===== config.mk =====
export PLATFORM = sky130hd
export DESIGN_NAME = usb_midi_sysex_reassembler
export DESIGN_NICKNAME = d
export VERILOG_FILES = /design/src/rtl/usbsx_pkg.sv /design/src/rtl/usb_midi_sysex_reassembler.sv /design/src/rtl/usbsx_front.sv /design/src/rtl/usbsx_queue.sv /design/src/rtl/usbsx_back.sv
export SDC_FILE = /design/constraint.sdc
export NUM_CORES = 1
export LEC_CHECK = 0
export BUFFER_PORTS_ARGS = -buffer_cell sky130_fd_sc_hd__buf_2
export CAP_MARGIN = 10
export CORE_MARGIN = 1.5
export CORE_UTILIZATION = 35
export CTS_CLUSTER_SIZE = 12
export DETAILED_ROUTE_END_ITERATION = 8
export GPL_TIMING_DRIVEN = 0
export REMOVE_ABC_BUFFERS = 1
export SLEW_MARGIN = 20
export SYNTH_ARGS = -nofsm -noshare
export SYNTH_HDL_FRONTEND = slang
export SYNTH_HIERARCHICAL = 1
export SYNTH_SLANG_ARGS = --single-unit

===== constraint.sdc =====
create_clock -name clk -period 4.9 [get_ports clk]
set_input_delay 1.225 -clock clk [delete_from_list [all_inputs] [get_ports clk]]
set_output_delay 1.225 -clock clk [all_outputs]
set_load 0.005 [all_outputs]

===== src/rtl/usbsx_pkg.sv =====
// usbsx_pkg: shared types and constants of the USB-MIDI sysex reassembler.
// Used by the front classifier, the command queue and the back executor.
`timescale 1ns / 1ps
`default_nettype none

package usbsx_pkg;

  localparam logic [3:0] CIN_MISC     = 4'd0;
  localparam logic [3:0] CIN_SX_START = 4'd4;
  localparam logic [3:0] CIN_SX_END1  = 4'd5;
  localparam logic [3:0] CIN_SX_END2  = 4'd6;
  localparam logic [3:0] CIN_SX_END3  = 4'd7;

  localparam logic [7:0] SYSEX_START    = 8'hF0;
  localparam logic [7:0] SYSEX_END      = 8'hF7;
  localparam logic [7:0] REALTIME_FIRST = 8'hF8;

  // One command from the front to the back.
  // plain: emit data[0..n-1] as a message. Otherwise store data[0..n-1]
  // into the payload, then emit the sysex run if run is set.
  typedef struct packed {
    logic            plain;
    logic            clear;
    logic            run;
    logic [1:0]      n;
    logic [2:0][7:0] data;
  } cmd_t;

endpackage

`default_nettype wire


===== src/rtl/usb_midi_sysex_reassembler.sv =====
// usb_midi_sysex_reassembler: top level of the USB-MIDI sysex reassembler.
// Instantiates usbsx_front, usbsx_queue and usbsx_back; uses usbsx_pkg.
//
// Input channel (in_valid/in_stall): one USB-MIDI event packet per item,
// code index number plus three bytes. Output channel (out_valid/out_stall):
// one MIDI byte per item with a last-byte mark and a truncated flag.
// Plain messages come out as one to three bytes; a closing sysex packet
// produces F0, the stored payload (up to MAX_PAYLOAD bytes) and F7.
// The front classifies a packet in the cycle it is accepted and pushes a
// command into a four-entry queue; in_stall is high only while that queue
// is full. The back takes one command at a time: it fetches the command,
// emits each plain byte, or stores each payload byte and then finishes,
// and for a run emits F0, reads each payload byte from memory and emits
// it, and then emits F7.
// A plain message's first byte passes through the queue, the back's command
// register and the output register; a run's F0 also waits on the stored bytes.
// A stall on the output holds the registered result; the back halts at
// its next output byte and the front keeps accepting until the queue fills.
// Reset (rst_n low, synchronous) closes any open sysex, empties the queue
// and drops the stored payload; no clearing pass is needed.
`timescale 1ns / 1ps
`default_nettype none

module usb_midi_sysex_reassembler
  import usbsx_pkg::*;
#(
  parameter int MAX_PAYLOAD = 62
) (
  input  wire logic       clk,
  input  wire logic       rst_n,
  input  wire logic       in_valid,
  output logic            in_stall,
  input  wire logic [3:0] in_cin,
  input  wire logic [7:0] in_byte0,
  input  wire logic [7:0] in_byte1,
  input  wire logic [7:0] in_byte2,
  output logic            out_valid,
  input  wire logic       out_stall,
  output logic [7:0]      out_byte,
  output logic            out_last_byte,
  output logic            out_truncated
);

  cmd_t push_cmd, head_cmd;
  logic q_push, q_pop, q_full, q_empty;

  usbsx_front u_front (
    .clk      (clk),
    .rst_n    (rst_n),
    .in_valid (in_valid),
    .in_stall (in_stall),
    .in_cin   (in_cin),
    .in_byte0 (in_byte0),
    .in_byte1 (in_byte1),
    .in_byte2 (in_byte2),
    .q_full   (q_full),
    .q_push   (q_push),
    .q_cmd    (push_cmd)
  );

  usbsx_queue u_queue (
    .clk      (clk),
    .rst_n    (rst_n),
    .push     (q_push),
    .push_cmd (push_cmd),
    .pop      (q_pop),
    .head_cmd (head_cmd),
    .full     (q_full),
    .empty    (q_empty)
  );

  usbsx_back #(
    .MAX_PAYLOAD (MAX_PAYLOAD)
  ) u_back (
    .clk           (clk),
    .rst_n         (rst_n),
    .head_cmd      (head_cmd),
    .q_empty       (q_empty),
    .q_pop         (q_pop),
    .out_valid     (out_valid),
    .out_stall     (out_stall),
    .out_byte      (out_byte),
    .out_last_byte (out_last_byte),
    .out_truncated (out_truncated)
  );

endmodule

`default_nettype wire


===== src/rtl/usbsx_front.sv =====
// usbsx_front: accepts packets, tracks the open-sysex flag and turns each
// packet into a command for the back part. Depends on usbsx_pkg.
`timescale 1ns / 1ps
`default_nettype none

module usbsx_front
  import usbsx_pkg::*;
(
  input  wire logic       clk,
  input  wire logic       rst_n,
  input  wire logic       in_valid,
  output logic            in_stall,
  input  wire logic [3:0] in_cin,
  input  wire logic [7:0] in_byte0,
  input  wire logic [7:0] in_byte1,
  input  wire logic [7:0] in_byte2,
  input  wire logic       q_full,
  output logic            q_push,
  output cmd_t            q_cmd
);

  logic active_r, active_nxt;
  logic has_cmd;
  logic start, end2, end3;
  logic accept;

  assign in_stall = q_full;
  assign accept   = in_valid && !q_full;
  assign start    = (in_byte0 == SYSEX_START);
  assign end2     = (in_byte1 == SYSEX_END);
  assign end3     = (in_byte2 == SYSEX_END);

  always_comb begin
    q_cmd      = '0;
    has_cmd    = 1'b0;
    active_nxt = active_r;
    unique case (in_cin)
      CIN_MISC: begin
        if (in_byte0 < REALTIME_FIRST && !active_r) begin
          has_cmd     = 1'b1;
          q_cmd.plain = 1'b1;
          q_cmd.clear = 1'b1;
          q_cmd.n     = 2'd3;
          q_cmd.data  = {in_byte2, in_byte1, in_byte0};
        end
      end
      CIN_SX_START: begin
        has_cmd = 1'b1;
        if (start) begin
          active_nxt  = 1'b1;
          q_cmd.clear = 1'b1;
          q_cmd.n     = 2'd2;
          q_cmd.data  = {8'h00, in_byte2, in_byte1};
        end else begin
          q_cmd.plain = !active_r;
          q_cmd.n     = 2'd3;
          q_cmd.data  = {in_byte2, in_byte1, in_byte0};
        end
      end
      CIN_SX_END1: begin
        has_cmd = 1'b1;
        q_cmd.data = {8'h00, 8'h00, in_byte0};
        if (in_byte0 == SYSEX_END && active_r) begin
          active_nxt = 1'b0;
          q_cmd.run  = 1'b1;
          q_cmd.n    = 2'd0;
        end else begin
          q_cmd.plain = !active_r;
          q_cmd.n     = 2'd1;
        end
      end
      CIN_SX_END2: begin
        has_cmd = 1'b1;
        if (start && end2) begin
          active_nxt  = 1'b0;
          q_cmd.clear = 1'b1;
          q_cmd.run   = 1'b1;
          q_cmd.n     = 2'd0;
        end else if (start) begin
          active_nxt  = 1'b1;
          q_cmd.clear = 1'b1;
          q_cmd.n     = 2'd1;
          q_cmd.data  = {8'h00, 8'h00, in_byte1};
        end else if (end2) begin
          // closes an open run, or emits F0 byte0 F7 when none is open
          active_nxt = 1'b0;
          q_cmd.run  = 1'b1;
          q_cmd.n    = 2'd1;
          q_cmd.data = {8'h00, 8'h00, in_byte0};
        end else begin
          q_cmd.plain = !active_r;
          q_cmd.n     = 2'd2;
          q_cmd.data  = {8'h00, in_byte1, in_byte0};
        end
      end
      CIN_SX_END3: begin
        has_cmd = 1'b1;
        if (start && end3) begin
          q_cmd.plain = 1'b1;
          q_cmd.n     = 2'd3;
          q_cmd.data  = {in_byte2, in_byte1, in_byte0};
        end else if (start) begin
          active_nxt  = 1'b1;
          q_cmd.clear = 1'b1;
          q_cmd.n     = 2'd2;
          q_cmd.data  = {8'h00, in_byte2, in_byte1};
        end else if (active_r && end3) begin
          active_nxt = 1'b0;
          q_cmd.run  = 1'b1;
          q_cmd.n    = 2'd2;
          q_cmd.data = {8'h00, in_byte1, in_byte0};
        end else begin
          q_cmd.plain = !active_r;
          q_cmd.n     = 2'd3;
          q_cmd.data  = {in_byte2, in_byte1, in_byte0};
        end
      end
      default: begin
        has_cmd = 1'b0;
      end
    endcase
  end

  assign q_push = accept && has_cmd;

  always_ff @(posedge clk) begin
    if (!rst_n) begin
      active_r <= 1'b0;
    end else if (accept) begin
      active_r <= active_nxt;
    end
  end

endmodule

`default_nettype wire


===== src/rtl/usbsx_queue.sv =====
// usbsx_queue: short command queue between front and back.
// Depends on usbsx_pkg for the command type.
`timescale 1ns / 1ps
`default_nettype none

module usbsx_queue
  import usbsx_pkg::*;
(
  input  wire logic clk,
  input  wire logic rst_n,
  input  wire logic push,
  input  wire cmd_t push_cmd,
  input  wire logic pop,
  output cmd_t      head_cmd,
  output logic      full,
  output logic      empty
);

  localparam int DEPTH = 4;
  localparam int PW    = $clog2(DEPTH);

  cmd_t             slot_r [DEPTH];
  logic [PW-1:0]    wr_ptr_r, rd_ptr_r;
  logic [PW:0]      cnt_r;

  assign full     = (cnt_r == (PW+1)'(DEPTH));
  assign empty    = (cnt_r == '0);
  assign head_cmd = slot_r[rd_ptr_r];

  always_ff @(posedge clk) begin
    if (push) begin
      slot_r[wr_ptr_r] <= push_cmd;
    end
  end

  always_ff @(posedge clk) begin
    if (!rst_n) begin
      wr_ptr_r <= '0;
      rd_ptr_r <= '0;
      cnt_r    <= '0;
    end else begin
      if (push) begin
        wr_ptr_r <= wr_ptr_r + PW'(1);
      end
      if (pop) begin
        rd_ptr_r <= rd_ptr_r + PW'(1);
      end
      if (push && !pop) begin
        cnt_r <= cnt_r + (PW+1)'(1);
      end else if (pop && !push) begin
        cnt_r <= cnt_r - (PW+1)'(1);
      end
    end
  end

`ifndef SYNTHESIS
  a_cnt_range: assert property (@(posedge clk) disable iff (!rst_n)
    cnt_r <= (PW+1)'(DEPTH)) else $error("queue count out of range");
  a_no_pop_empty: assert property (@(posedge clk) disable iff (!rst_n)
    pop |-> !empty) else $error("pop from empty queue");
  a_no_push_full: assert property (@(posedge clk) disable iff (!rst_n)
    push |-> !full) else $error("push into full queue");
`endif

endmodule

`default_nettype wire


===== src/rtl/usbsx_back.sv =====
// usbsx_back: executes queued commands, keeps the payload memory, count and
// overflow flag, and drives the registered result channel. Uses usbsx_pkg.
`timescale 1ns / 1ps
`default_nettype none

module usbsx_back
  import usbsx_pkg::*;
#(
  parameter int MAX_PAYLOAD = 62
) (
  input  wire logic clk,
  input  wire logic rst_n,
  input  wire cmd_t head_cmd,
  input  wire logic q_empty,
  output logic      q_pop,
  output logic       out_valid,
  input  wire logic  out_stall,
  output logic [7:0] out_byte,
  output logic       out_last_byte,
  output logic       out_truncated
);

  localparam int AW    = $clog2(MAX_PAYLOAD);
  localparam int CNT_W = $clog2(MAX_PAYLOAD + 1);

  localparam logic [2:0] S_IDLE  = 3'd0;
  localparam logic [2:0] S_STORE = 3'd1;
  localparam logic [2:0] S_PLAIN = 3'd2;
  localparam logic [2:0] S_F0    = 3'd3;
  localparam logic [2:0] S_RD    = 3'd4;
  localparam logic [2:0] S_LD    = 3'd5;
  localparam logic [2:0] S_F7    = 3'd6;

  logic [7:0]       mem [MAX_PAYLOAD];
  logic [7:0]       rd_data_r;

  logic [2:0]       state_r, state_nxt;
  cmd_t             cmd_r, cmd_nxt;
  logic [1:0]       idx_r, idx_nxt;
  logic [AW-1:0]    rd_idx_r, rd_idx_nxt;
  logic [CNT_W-1:0] count_r, count_nxt;
  logic             ovf_r, ovf_nxt;

  logic             out_valid_r;
  logic [7:0]       out_byte_r;
  logic             out_last_r, out_trunc_r;

  logic             can_load, load;
  logic [7:0]       load_byte;
  logic             load_last, load_trunc;
  logic             wr_en;
  logic [7:0]       wr_data;
  logic             has_room;

  assign can_load = !out_valid_r || !out_stall;
  assign has_room = (count_r < CNT_W'(MAX_PAYLOAD));

  always_comb begin
    state_nxt  = state_r;
    cmd_nxt    = cmd_r;
    idx_nxt    = idx_r;
    rd_idx_nxt = rd_idx_r;
    count_nxt  = count_r;
    ovf_nxt    = ovf_r;
    q_pop      = 1'b0;
    load       = 1'b0;
    load_byte  = 8'h00;
    load_last  = 1'b0;
    load_trunc = 1'b0;
    wr_en      = 1'b0;
    wr_data    = cmd_r.data[0];
    unique case (state_r)
      S_IDLE: begin
        if (!q_empty) begin
          q_pop   = 1'b1;
          cmd_nxt = head_cmd;
          idx_nxt = 2'd0;
          if (head_cmd.clear) begin
            count_nxt = '0;
            ovf_nxt   = 1'b0;
          end
          state_nxt = head_cmd.plain ? S_PLAIN : S_STORE;
        end
      end
      S_STORE: begin
        if (idx_r < cmd_r.n) begin
          wr_data = cmd_r.data[idx_r];
          if (has_room) begin
            wr_en     = 1'b1;
            count_nxt = count_r + CNT_W'(1);
          end else begin
            ovf_nxt = 1'b1;
          end
          idx_nxt = idx_r + 2'd1;
        end else begin
          state_nxt = cmd_r.run ? S_F0 : S_IDLE;
        end
      end
      S_PLAIN: begin
        if (can_load) begin
          load      = 1'b1;
          load_byte = cmd_r.data[idx_r];
          load_last = (idx_r == cmd_r.n - 2'd1);
          idx_nxt   = idx_r + 2'd1;
          if (load_last) begin
            state_nxt = S_IDLE;
          end
        end
      end
      S_F0: begin
        if (can_load) begin
          load       = 1'b1;
          load_byte  = SYSEX_START;
          load_trunc = ovf_r;
          rd_idx_nxt = '0;
          state_nxt  = (count_r == '0) ? S_F7 : S_RD;
        end
      end
      S_RD: begin
        state_nxt = S_LD;
      end
      S_LD: begin
        if (can_load) begin
          load       = 1'b1;
          load_byte  = rd_data_r;
          load_trunc = ovf_r;
          rd_idx_nxt = rd_idx_r + AW'(1);
          state_nxt  = ((CNT_W'(rd_idx_r) + CNT_W'(1)) == count_r) ? S_F7 : S_RD;
        end
      end
      S_F7: begin
        if (can_load) begin
          load       = 1'b1;
          load_byte  = SYSEX_END;
          load_last  = 1'b1;
          load_trunc = ovf_r;
          count_nxt  = '0;
          ovf_nxt    = 1'b0;
          state_nxt  = S_IDLE;
        end
      end
      default: begin
        state_nxt = S_IDLE;
      end
    endcase
  end

  always_ff @(posedge clk) begin
    if (wr_en) begin
      mem[count_r[AW-1:0]] <= wr_data;
    end
    rd_data_r <= mem[rd_idx_r];
  end

  always_ff @(posedge clk) begin
    cmd_r    <= cmd_nxt;
    idx_r    <= idx_nxt;
    rd_idx_r <= rd_idx_nxt;
    if (load) begin
      out_byte_r  <= load_byte;
      out_last_r  <= load_last;
      out_trunc_r <= load_trunc;
    end
  end

  always_ff @(posedge clk) begin
    if (!rst_n) begin
      state_r     <= S_IDLE;
      count_r     <= '0;
      ovf_r       <= 1'b0;
      out_valid_r <= 1'b0;
    end else begin
      state_r <= state_nxt;
      count_r <= count_nxt;
      ovf_r   <= ovf_nxt;
      if (load) begin
        out_valid_r <= 1'b1;
      end else if (!out_stall) begin
        out_valid_r <= 1'b0;
      end
    end
  end

  assign out_valid     = out_valid_r;
  assign out_byte      = out_byte_r;
  assign out_last_byte = out_last_r;
  assign out_truncated = out_trunc_r;

`ifndef SYNTHESIS
  a_count_range: assert property (@(posedge clk) disable iff (!rst_n)
    count_r <= CNT_W'(MAX_PAYLOAD)) else $error("payload count beyond store");
  a_ovf_full: assert property (@(posedge clk) disable iff (!rst_n)
    ovf_r |-> count_r == CNT_W'(MAX_PAYLOAD)) else $error("overflow without full store");
  a_trunc_end: assert property (@(posedge clk) disable iff (!rst_n)
    (out_valid_r && out_trunc_r && out_last_r) |-> out_byte_r == SYSEX_END)
    else $error("truncated run not closed by F7");
`endif

endmodule

`default_nettype wire

==> impl_metrics.toml <==
[grt]
antenna_found_initial = 1
grt_pass1_wl_um = 91100
grt_overflow = 0
grtUsageTotal = 0.150
grt_max_degree = 34
grt_pass1_vias = 14300

[layout]
finalNetCount = 1614
num_antenna_cells = 0
layout-drive-gt1-share = 0.235
seq_area_sq_um = 20300
final_cells = 2660
fillers = 6881
synthToLayoutAreaGrowth_pct = 15.8
multi_input_comb_area_sq_um = 7090

[drt]
detail_route.first_pass.iterations = 5
detail-route-antenna-nets = 0
drc = 0
vias = 14100
routed_wl_um = 60200
first_iter_violations = 1119
via_per_inst = 5.28
detail_route.wl_per_cell_um = 22.6

[flow_run]
cap_violations = 0

[timing]
fin_crit_sh = 0.798
clock.fmax_ghz = 0.256
setup_viol = 0
slew_headroom = 0.281
tightestPinTransition_ns = 1.08
fin_skew_ns = 0.0284
slew_viol_final = 0
grt_setup_unrepaired = "no"
min_period_ns = 3.91
hold_violations = 0
whs_ns = 0.524
fin_setup_tns_ns = 0

[synthesis]
synth-xor-area-share = 0.00776
synth_compound_area_frac = 0.0397
muxShareOfSynthArea = 0.147
synthArstFlopShare = 0
yosysTopAreaCellShare = 0.711
synth.distinct_cells = 73
synth.most_common_cell = "edfxtp_1"
synth_cells = 1472
synth_fa_ha_area_frac = 0.00704
ys_warn_count = 6
synth_common_cells = "657 x edfxtp_1, 153 x mux4_2, 115 x nor2_1"
synth-seq-cells = 686
synth_top_family_by_area = "multiplexers"
synth_flop_cell = "edfxtp_1"
avgSynthCellArea_sq_um = 18.8
ys_seq_area_frac = 0.732
synth-simple-area-share = 0.0501
netlist.top_cell.by_area = "edfxtp_1"
synth.top_cells.by_area = "edfxtp_1 71%, mux4_2 12%, dfxtp_1 2.1%"
synth_edf_count = 657
netlist_area_sq_um = 27700

[setup_path]
r2r_cells = 5
reg2reg_from = "u_back/idx_r[1]"
max_stage_delay_ns = 0.92
path_class = "register to register"
end_kind = "register"
worst-path-max-fanout = 12
r2r_end = "u_back/mem[38][3]"
regToRegSetupSlack_ns = 0.99
worstPathCellList = "ha_1, nor2b_1, nor4_2, nand3_1, nor2_1"
crit_required_ns = 5.10
cp-start-kind = "register"
crit_arrival_ns = 4.11
critical_path.slowest_cell = "nor2_1"

[die]
core_sq_um = 78700
initial_core_util = 0.352
die_h_um = 284
io_pins = 44
die_area_sq_um = 80900
rows = 103
die-width_um = 284

[clock_tree]
ctsResizeCount = 0
ctsLongestPathBuffers = 3
cts_hold_buf = 0
cts.htree.levels = 3
cts_sinks = 686
cts_root_buf = "clkbuf_16"
postCtsSetupRepairBufs = 0
cts_tree = "built"
clk_latency_ns = 0.60
cts_buffers = 71
clk_pin_slew_worst_paths_ns = 0.06

[pwr]
power_density_nw_per_um2 = 492
irDropWorstVdd_v = 0.000245
p_leak_nw = 10.2

[place]
dp.cells = 2544
io_buffers = 43
gp_congestion = 0.906
hpwl_um = 40000

[hold_path]
hold_class = "register to register"
min_to = "u_queue/cnt_r[2]"
worstHoldPathCells = 2
min-delay-start = "u_queue/cnt_r[2]"

[status]
outcome = "finished clean"
[through the flow]
step | power [mW] | cell area [sq um] | util | setup WS (ns)
detailed placement | 11.1 | 30000 | 0.382 | 0.642
global route | 16.4 | 32100 | 0.408 | 0.872
CTS | 16.0 | 32100 | 0.408 | 1.08
floorplan | 9.45 | 27300 | - | -1.93
finish | 15.8 | 32100 | 0.408 | 0.990
global placement | 10.5 | 28900 | 0.367 | -4.73
[flip-flops by register name, indices dropped and copies added, names as in the netlist, 3 cells and up, named ones only]
register / count
u_back/cmd_r: 27
u_back/rd_data_r: 8
u_queue/cnt_r: 3
u_queue/slot_r: 116
u_back/count_r: 6
u_back/state_r: 3
u_back/out_byte: 8
u_back/rd_idx_r: 6
u_back/mem: 496
[metal layers]
| metal | vias to the layer above | global-route usage | part of all wire |
|---|---|---|---|
| li1 | 6167 | - | - |
| met1 | 7348 | 0.200 | 0.43 |
| met2 | 434 | 0.243 | 0.48 |
| met3 | 106 | 0.0346 | 0.064 |
| met4 | 2 | 0.0441 | 0.025 |
| met5 | - | 0 | 0.00022 |
[worst max path at each step]
stage / start / to / slack (ns) / cells after the start
after floorplan: u_back/rd_idx_r[0] / u_back/state_r[1] / -1.93 / 5
after global placement: u_back/rd_idx_r[0] / u_back/state_r[1] / -4.73 / 5
after detailed placement: in_cin[1] / u_queue/cnt_r[2] / 0.64 / 10
after CTS: u_back/idx_r[1] / u_back/mem[58][0] / 1.08 / 5
after global routing: u_back/state_r[0] / u_back/mem[38][3] / 0.87 / 4
final: u_back/idx_r[1] / u_back/mem[38][3] / 0.99 / 5
[placed cells by master, fill, tap and decap left out, drive strengths merged, types with 12 or more instances in the layout]
cell    instances
edfxtp        657
mux4          154
nor2          116
buf           102
clkbuf         98
mux2i          52
nand2          46
a21oi          41
dfxtp          29
nand3          22
and2           20
o21ai          17
a211oi         16
clkinv         16
inv            15
nor3           14
o22ai          14
ha             14
xnor2          12
a22o           12
[final cells by class]
class	instances	area share
well taps	1050	0.0409
clock buffers	98	0.0601
inverters	15	0.00175
clock inverters	18	0.00475
multi-input cells	691	0.221
repair buffers	102	0.0395
flip-flops and latches	686	0.632
[cell families (layout without fill, tap and decap cells)]
group                    Yosys count  after routing
multiplexers                     214            214
XOR/XNOR                          23             23
adder cells (fa/ha/maj)           15             15
AO/OA/AOI/OAI                    157            157
AND/OR/NAND/NOR                  282            282
buffers and inverters             95            233
flip-flops                       686            686
[power by group]
group          leakage [nW]  switching, mW  total (mW)  internal, mW
Combinational          3.00           1.85        3.01          1.17
Clock                  1.01           2.08        4.92          2.84
Sequential             6.20          0.261        7.89          7.63
Total                  10.2           4.18        15.8          11.6
[critical path, delay by kind of cell, from the launching register on]
| family | cells | cell delay (ns) |
|---|---|---|
| adders and majority gates | 1 | 0.32 |
| and+or+nand+nor | 4 | 2.51 |
| DFF | 1 | 0.67 |
No activity file was read; power rests on OpenSTA's default activity.
